$ cat src/hw/rtl/qkc_pkg.sv
// Shared types, phrase tables and helper functions for the query keyword classifier.
package qkc_pkg;

  // Window and storage sizes
  localparam int WIN_BYTES    = 11;
  localparam int RECENT_BYTES = 10;
  localparam int HEAD_BYTES   = 9;
  localparam int CNT_W        = 4;
  localparam logic [CNT_W-1:0] CNT_MAX = 4'd15;

  typedef logic [7:0] char_t;
  typedef logic [WIN_BYTES-1:0][7:0]    win_t;     // byte 0 is the newest
  typedef logic [RECENT_BYTES-1:0][7:0] recent_t;  // byte 0 is the newest
  typedef logic [HEAD_BYTES-1:0][7:0]   lead_t;    // byte 0 is the first of the query
  typedef logic [WIN_BYTES-1:0][7:0]    phrase_t;  // last character in byte 0
  typedef logic [CNT_W-1:0]             plen_t;

  // Result codes
  typedef enum logic [2:0] {
    CAT_FACTUAL    = 3'd0,
    CAT_PROCEDURAL = 3'd1,
    CAT_PERSONAL   = 3'd2,
    CAT_TEMPORAL   = 3'd3,
    CAT_SEMANTIC   = 3'd4,
    CAT_EXACT      = 3'd5
  } category_t;

  // Control handed from the input stage to the scanner
  typedef struct packed {
    logic step;  // item leaves the input register this cycle
    logic has;   // item carries a byte
    logic last;  // item closes the query
  } scan_ctl_t;

  // Punctuation that marks an exact-match query
  localparam char_t CH_UNDERSCORE = 8'h5F;
  localparam char_t CH_DQUOTE     = 8'h22;
  localparam char_t CH_APOS       = 8'h27;
  localparam char_t CH_COLON      = 8'h3A;
  localparam char_t CH_DASH       = 8'h2D;
  localparam char_t CH_GT         = 8'h3E;

  // Leading phrases
  localparam int FACT_N = 7;
  localparam phrase_t FACT_PH [FACT_N] = '{
    "what is", "what are", "who is", "when did", "when was", "where is", "which "
  };
  localparam plen_t FACT_LEN [FACT_N] = '{4'd7, 4'd8, 4'd6, 4'd8, 4'd8, 4'd8, 4'd6};

  localparam int PROC_N = 4;
  localparam phrase_t PROC_PH [PROC_N] = '{"how to", "how do ", "steps for", "guide to"};
  localparam plen_t PROC_LEN [PROC_N] = '{4'd6, 4'd7, 4'd9, 4'd8};

  // Phrases found anywhere in the query
  localparam int PERS_N = 4;
  localparam phrase_t PERS_PH [PERS_N] = '{"my ", " i ", " me ", "last time i"};
  localparam plen_t PERS_LEN [PERS_N] = '{4'd3, 4'd3, 4'd4, 4'd11};

  localparam int TEMP_N = 6;
  localparam phrase_t TEMP_PH [TEMP_N] = '{
    "yesterday", "last week", "last month", "today", " ago", "202"
  };
  localparam plen_t TEMP_LEN [TEMP_N] = '{4'd9, 4'd9, 4'd10, 4'd5, 4'd4, 4'd3};

  // Fold A-Z to lower case, leave every other byte alone
  function automatic char_t fold_case(char_t c);
    if (c >= 8'h41 && c <= 8'h5A) begin
      return c + 8'h20;
    end
    return c;
  endfunction

  // True when the newest n window bytes spell the phrase
  function automatic logic tail_match(win_t w, phrase_t p, plen_t n);
    logic hit;
    hit = 1'b1;
    for (int i = 0; i < WIN_BYTES; i++) begin
      if (i < int'(n) && w[i] != p[i]) begin
        hit = 1'b0;
      end
    end
    return hit;
  endfunction

  // True when the query opens with the phrase and holds at least n bytes
  function automatic logic head_match(lead_t l, logic [CNT_W-1:0] cnt, phrase_t p, plen_t n);
    logic hit;
    hit = (n <= cnt);
    for (int i = 0; i < HEAD_BYTES; i++) begin
      if (i < int'(n)) begin
        if (l[i] != p[int'(n) - 1 - i]) begin
          hit = 1'b0;
        end
      end
    end
    return hit;
  endfunction

endpackage

$ cat src/hw/rtl/qkc_scan.sv
// Per-query scan state, phrase comparators and category decision.
module qkc_scan (
  input  logic                 clk,
  input  logic                 rst_n,
  input  qkc_pkg::scan_ctl_t   ctl,
  input  qkc_pkg::char_t       item_byte,
  output qkc_pkg::category_t   category
);

  qkc_pkg::lead_t              lead_r;
  qkc_pkg::recent_t            rec_r;
  logic [qkc_pkg::CNT_W-1:0]   cnt_r;
  logic                        pers_r;
  logic                        temp_r;
  logic                        exact_r;

  qkc_pkg::char_t              fold_c;
  qkc_pkg::win_t               win;
  qkc_pkg::lead_t              lead_view;
  logic [qkc_pkg::CNT_W-1:0]   cnt_nxt;
  logic                        pers_now;
  logic                        temp_now;
  logic                        exact_now;
  logic                        pers_nxt;
  logic                        temp_nxt;
  logic                        exact_nxt;
  logic                        fact_any;
  logic                        proc_any;
  logic                        head_room;

  assign fold_c    = qkc_pkg::fold_case(item_byte);
  assign win       = {rec_r, fold_c};
  assign head_room = (cnt_r < qkc_pkg::CNT_W'(qkc_pkg::HEAD_BYTES));

  // Match the contains-phrases on the window ending at the current byte
  always_comb begin
    pers_now = 1'b0;
    temp_now = 1'b0;
    for (int i = 0; i < qkc_pkg::PERS_N; i++) begin
      pers_now = pers_now | qkc_pkg::tail_match(win, qkc_pkg::PERS_PH[i], qkc_pkg::PERS_LEN[i]);
    end
    for (int i = 0; i < qkc_pkg::TEMP_N; i++) begin
      temp_now = temp_now | qkc_pkg::tail_match(win, qkc_pkg::TEMP_PH[i], qkc_pkg::TEMP_LEN[i]);
    end
  end

  // Quote, underscore or an operator pair marks an exact query
  assign exact_now = (fold_c == qkc_pkg::CH_UNDERSCORE) || (fold_c == qkc_pkg::CH_DQUOTE) ||
                     (fold_c == qkc_pkg::CH_APOS) ||
                     ((cnt_r != '0) &&
                      (((rec_r[0] == qkc_pkg::CH_COLON) && (fold_c == qkc_pkg::CH_COLON)) ||
                       ((rec_r[0] == qkc_pkg::CH_DASH) && (fold_c == qkc_pkg::CH_GT))));

  // State as it stands once the current byte is taken in
  always_comb begin
    lead_view = lead_r;
    cnt_nxt   = cnt_r;
    pers_nxt  = pers_r;
    temp_nxt  = temp_r;
    exact_nxt = exact_r;
    if (ctl.has) begin
      if (head_room) begin
        lead_view[cnt_r] = fold_c;
      end
      if (cnt_r != qkc_pkg::CNT_MAX) begin
        cnt_nxt = cnt_r + 1'b1;
      end
      pers_nxt  = pers_r | pers_now;
      temp_nxt  = temp_r | temp_now;
      exact_nxt = exact_r | exact_now;
    end
  end

  // Compare the leading phrases
  always_comb begin
    fact_any = 1'b0;
    proc_any = 1'b0;
    for (int i = 0; i < qkc_pkg::FACT_N; i++) begin
      fact_any = fact_any |
                 qkc_pkg::head_match(lead_view, cnt_nxt, qkc_pkg::FACT_PH[i], qkc_pkg::FACT_LEN[i]);
    end
    for (int i = 0; i < qkc_pkg::PROC_N; i++) begin
      proc_any = proc_any |
                 qkc_pkg::head_match(lead_view, cnt_nxt, qkc_pkg::PROC_PH[i], qkc_pkg::PROC_LEN[i]);
    end
  end

  // Pick the category in priority order
  always_comb begin
    if (cnt_nxt == '0) begin
      category = qkc_pkg::CAT_SEMANTIC;
    end else if (fact_any) begin
      category = qkc_pkg::CAT_FACTUAL;
    end else if (proc_any) begin
      category = qkc_pkg::CAT_PROCEDURAL;
    end else if (pers_nxt) begin
      category = qkc_pkg::CAT_PERSONAL;
    end else if (temp_nxt) begin
      category = qkc_pkg::CAT_TEMPORAL;
    end else if (exact_nxt) begin
      category = qkc_pkg::CAT_EXACT;
    end else begin
      category = qkc_pkg::CAT_SEMANTIC;
    end
  end

  // Advance the scan state, clear it when a query closes
  always_ff @(posedge clk) begin
    if (!rst_n) begin
      rec_r   <= '0;
      cnt_r   <= '0;
      pers_r  <= 1'b0;
      temp_r  <= 1'b0;
      exact_r <= 1'b0;
    end else if (ctl.step) begin
      if (ctl.last) begin
        rec_r   <= '0;
        cnt_r   <= '0;
        pers_r  <= 1'b0;
        temp_r  <= 1'b0;
        exact_r <= 1'b0;
      end else if (ctl.has) begin
        rec_r   <= {rec_r[qkc_pkg::RECENT_BYTES-2:0], fold_c};
        cnt_r   <= cnt_nxt;
        pers_r  <= pers_nxt;
        temp_r  <= temp_nxt;
        exact_r <= exact_nxt;
      end
    end
  end

  // Record the leading bytes; only entries below the count are ever read
  always_ff @(posedge clk) begin
    if (ctl.step && ctl.has && head_room) begin
      lead_r[cnt_r] <= fold_c;
    end
  end

endmodule

$ cat src/hw/rtl/query_keyword_classifier.sv
// Top level of the query keyword classifier: input register, scanner and result register.
// Path: an accepted byte is scanned from the input register; the category of a query is
//   loaded into the result register as its last request leaves, and shows on out_tdata.
// Throughput: one request per cycle, set by the single registered scan pass; a closing one may wait on the result slot.
// Reset: rst_n is synchronous and active low; it empties both registers and the scan state.
module query_keyword_classifier (
  input  logic       clk,
  input  logic       rst_n,
  input  logic       in_tvalid,
  output logic       in_tready,
  input  logic [7:0] in_tdata,   // [7:0] query_byte
  input  logic [0:0] in_tuser,   // [0] has_byte
  input  logic       in_tlast,   // last_byte
  output logic       out_tvalid,
  input  logic       out_tready,
  output logic [7:0] out_tdata   // [2:0] category, [7:3] zero
);

  logic               in_v_r;
  qkc_pkg::char_t     in_byte_r;
  logic               in_has_r;
  logic               in_last_r;
  logic               out_v_r;
  logic [2:0]         out_cat_r;

  logic               out_free;
  logic               s1_go;
  logic               in_take;
  qkc_pkg::scan_ctl_t ctl;
  qkc_pkg::category_t scan_cat;

  // Handshake: a closing request waits only for the result slot
  assign out_free  = !out_v_r || out_tready;
  assign s1_go     = in_v_r && (!in_last_r || out_free);
  assign in_tready = !in_v_r || s1_go;
  assign in_take   = in_tvalid && in_tready;

  assign ctl.step = s1_go;
  assign ctl.has  = in_has_r;
  assign ctl.last = in_last_r;

  qkc_scan u_scan (
    .clk       (clk),
    .rst_n     (rst_n),
    .ctl       (ctl),
    .item_byte (in_byte_r),
    .category  (scan_cat)
  );

  // Input register
  always_ff @(posedge clk) begin
    if (!rst_n) begin
      in_v_r <= 1'b0;
    end else if (in_take) begin
      in_v_r <= 1'b1;
    end else if (s1_go) begin
      in_v_r <= 1'b0;
    end
  end

  always_ff @(posedge clk) begin
    if (in_take) begin
      in_byte_r <= in_tdata;
      in_has_r  <= in_tuser[0];
      in_last_r <= in_tlast;
    end
  end

  // Result register: load on a closing request, drop once taken
  always_ff @(posedge clk) begin
    if (!rst_n) begin
      out_v_r <= 1'b0;
    end else if (s1_go && in_last_r) begin
      out_v_r <= 1'b1;
    end else if (out_tready) begin
      out_v_r <= 1'b0;
    end
  end

  always_ff @(posedge clk) begin
    if (s1_go && in_last_r) begin
      out_cat_r <= scan_cat;
    end
  end

  assign out_tvalid = out_v_r;
  assign out_tdata  = {5'b0, out_cat_r};

endmodule

$ cat config.mk
export PLATFORM = sky130hd
export DESIGN_NAME = query_keyword_classifier
export DESIGN_NICKNAME = d
export VERILOG_FILES = /design/src/hw/rtl/qkc_pkg.sv /design/src/hw/rtl/qkc_scan.sv /design/src/hw/rtl/query_keyword_classifier.sv
export SDC_FILE = /design/constraint.sdc
export NUM_CORES = 1
export LEC_CHECK = 0
export BUFFER_PORTS_ARGS = -buffer_cell sky130_fd_sc_hd__buf_2
export CAP_MARGIN = 20
export CORE_MARGIN = 8
export CORE_UTILIZATION = 52
export CTS_CLUSTER_SIZE = 20
export DETAILED_ROUTE_END_ITERATION = 7
export GPL_ROUTABILITY_DRIVEN = 0
export PLACE_DENSITY_LB_ADDON = 0.3
export SYNTH_ARGS = -nofsm -noshare
export SYNTH_HDL_FRONTEND = slang
export SYNTH_SLANG_ARGS = --single-unit
$ cat constraint.sdc
create_clock -name clk -period 7.1 [get_ports clk]
set_input_delay 1.065 -clock clk [delete_from_list [all_inputs] [get_ports clk]]
set_output_delay 1.065 -clock clk [all_outputs]
set_load 0.01 [all_outputs]
==> out/metrics.cfg <==
[critical_path]
path_class = flop to flop
endpoint_kind = flop
crit_path_max_fanout = 28
cp.required_ns = 7.31
arrival_ns = 4.28
worst_setup_path_start_kind = flop

[yosys]
synth.distinct_cells = 91
ys.warnings.count = 0
yosys.area.top_type = edfxtp_1
ys_seq_area_share_pct = 43.4
synthArstFlopShare_pct = 0
ys.flop_type = dfxtp_1
netlist.area_leader.share_pct = 25.6
synth_cells = 1071
syn_area_per_cell_um2 = 9.32
synth_edf_count = 85
synth_area_leaders = edfxtp_1, dfxtp_1, nor2b_1
ys_ff_latch = 174
synthesis.area_um2 = 9980

[power_and_ir_drop]
p_sw_w = 0.000618
ir_drop_uv = 151
clkPwrFrac_pct = 44.7
power_density_nw_per_um2 = 207
comb_power_share_pct = 6.1
p_int_w = 0.00161
p_seq_share_pct = 49.2
p_leak_nw = 3.48
switching_share_pct = 27.8

[finish]
final_util_pct = 57.3
finalNetCount = 1058
area_delta_synth_final_pct = 7.77
fillCellCount = 1661
fin_area_um2 = 10800
insertedDiodeCount = 0
drive_above_1_share_pct = 10.3

[flow_run]
max-cap-violations = 0

[clock_tree]
hold_buffers = 0
cts.path.max_buffers = 2
htree_levels = 4
cts_tree = done
clkTransAtPathRegs_ns = 0.08
post_cts_resized = 0
cts_buffers = 17
clock_latency_ns = 0.45
post-cts-setup-buffer-count = 0
cts_sinks = 174
root_buffer = clkbuf_16

[die]
core-area_um2 = 18800
dieHeight_um = 155
ios = 24
dieArea_um2 = 23900
num_rows = 50
die_w_um = 155
start_util_pct = 53.2

[timing]
period_share_pct = 57.3
fin_skew_ns = 0.0138
worst_pin_slew_ns = 1.13
rsz0062_at_grt = no
fin_setup_tns_ns = 0
finalMaxSlewViolations = 0
finalSetupViolCount = 0
finalCriticalPeriod_ns = 4.07
fmax_mhz = 246
hold_viol_final = 0
slew_headroom_pct = 23.4

[worst_hold_path]
worstHoldPathType = flop to flop

[drt]
drt_iter0_drc = 1235
drc = 0
num_vias = 8632
ant_nets = 0
wl_um = 28000
first_pass_iters = 5
avgRoutedWirePerCell_um = 21.8
avgViaCountPerCell = 6.72

[placement]
numPortBuffers = 18
dp_hpwl_um = 18900
dpl-instance-area_um2 = 10100

[global_routing]
grt_pass1_vias = 7864
gr-usage-all-layers_pct = 23.1
antenna_found_initial = 0
grt_pass1_wl_um = 43900
grt_max_degree = 88
grt.overflow.total = 0

[status]
outcome = complete, no violations

## power groups by stage
stage | Sequential (W) | Clock, W | Combinational [W]
finish | 0.00109 | 0.000994 | 0.000136
global route | 0.00109 | 0.00104 | 0.000146
CTS | 0.00109 | 0.00100 | 0.000133
detailed placement | 0.00111 | 0 | 0.000132
global placement | 0.00111 | 0 | 0.000132
floorplan | 0.00110 | 0 | 0.000101
## worst max-delay path, cell delays in order, from the launching register on
cell	delay [ns]
edfxtp_1	0.88
nor4bb_2	1.03
and3_1	0.31
o221ai_1	0.14
nor4_1	0.48
a21boi_0	0.32
nand3_1	0.16
nor3_1	0.22
or3_1	0.16
o21ba_1	0.14
## cell usage in the layout, fill, tap and decap left out, types with 5 or more instances in the layout
cell type,n
conb_1,5
nor2_1,52
nand3b_1,14
buf_4,11
mux2i_1,21
nor3_1,27
inv_12,5
edfxtp_1,85
inv_1,12
or3_1,11
o21ai_0,60
a31oi_1,10
dfxtp_1,89
buf_2,18
nor4b_1,14
nor4_1,23
or4_1,7
and3_1,12
a21oi_1,31
nand4b_1,15
and2_1,7
clkinv_8,7
nand2b_1,10
and4_1,7
and3b_1,5
mux2_2,17
nor3b_1,11
nand3_1,31
nand2_1,95
nand4_1,24
a22oi_1,79
ha_1,6
a211oi_1,7
clkbuf_16,17
nor2b_1,99
## final timing paths
| kind | from | to | slack (ns) | cells after the start |
|---|---|---|---|---|
| min | u_scan.temp_r | u_scan.temp_r | 0.48 | 2 |
| max | in_has_r | out_cat_r[0] | 3.03 | 9 |
| max reg2reg | in_has_r | out_cat_r[0] | 3.03 | 9 |
| min reg2reg | u_scan.temp_r | u_scan.temp_r | 0.48 | 2 |
## state kept, by name, summed over array words and instances (netlist names), 3 cells and up
name	flops
u_scan.rec_r	80
u_scan.lead_r	72
in_byte_r	8
u_scan.cnt_r	4
out_cat_r	3
## layout make-up
class                           instances  area (um^2)  share of cell area [%]
Tap cell                              234          293                    2.72
Multi-Input combinational cell        804         5270                    49.0
Sequential cell                       174         4330                    40.3
Clock buffer                           17          425                    3.95
Clock inverter                         15          221                    2.06
Inverter                               12         45.0                   0.419
Timing Repair Buffer                   29          173                    1.61
## synth_stat cells (10+ instances only)
| cell | count |
|---|---|
| a21oi_1 | 31 |
| a22oi_1 | 79 |
| a31oi_1 | 10 |
| and3_1 | 12 |
| buf_2 | 17 |
| clkbuf_1 | 55 |
| dfxtp_1 | 89 |
| edfxtp_1 | 85 |
| inv_1 | 12 |
| mux2_2 | 17 |
| mux2i_1 | 21 |
| nand2_1 | 95 |
| nand2b_1 | 10 |
| nand3_1 | 31 |
| nand3b_1 | 14 |
| nand4_1 | 24 |
| nand4b_1 | 15 |
| nor2_1 | 54 |
| nor2b_1 | 99 |
| nor3_1 | 27 |
| nor3b_1 | 12 |
| nor4_1 | 23 |
| nor4b_1 | 14 |
| o21ai_0 | 60 |
| or3_1 | 11 |
## metrics by stage
step                worst slack, ns  hold WS [ns]  cells  total power (W)
floorplan                      1.64         0.446   1075          0.00120
global placement               3.34         0.459   1253          0.00125
detailed placement             3.22         0.468   1253          0.00125
CTS                            3.19         0.481   1285          0.00223
global route                   2.82         0.514   1285          0.00228
finish                         3.03         0.485   1285          0.00222
## cell families (layout without fill, tap and decap cells)
logic type | Yosys count | count (layout) | synth area share (%)
other cells | 1 | 5 | 0.0376
simple gates | 504 | 504 | 29.8
fa+ha+maj | 6 | 6 | 0.752
buf+inv | 97 | 73 | 4.35
compound gates | 249 | 249 | 17.4
flops | 174 | 174 | 43.4
xor+xnor | 1 | 1 | 0.0878
mux | 39 | 39 | 4.17
## layer usage
metal  vias to the layer above  share of wire (%)  GRT usage [%]
met5                         -                  0              0
met4                         0                3.5           9.15
met3                        90                 10           6.32
met2                       449                 42           32.8
met1                      4109                 45           32.6
li1                       3984                  -              -
No activity file was read; power rests on OpenSTA's default activity.
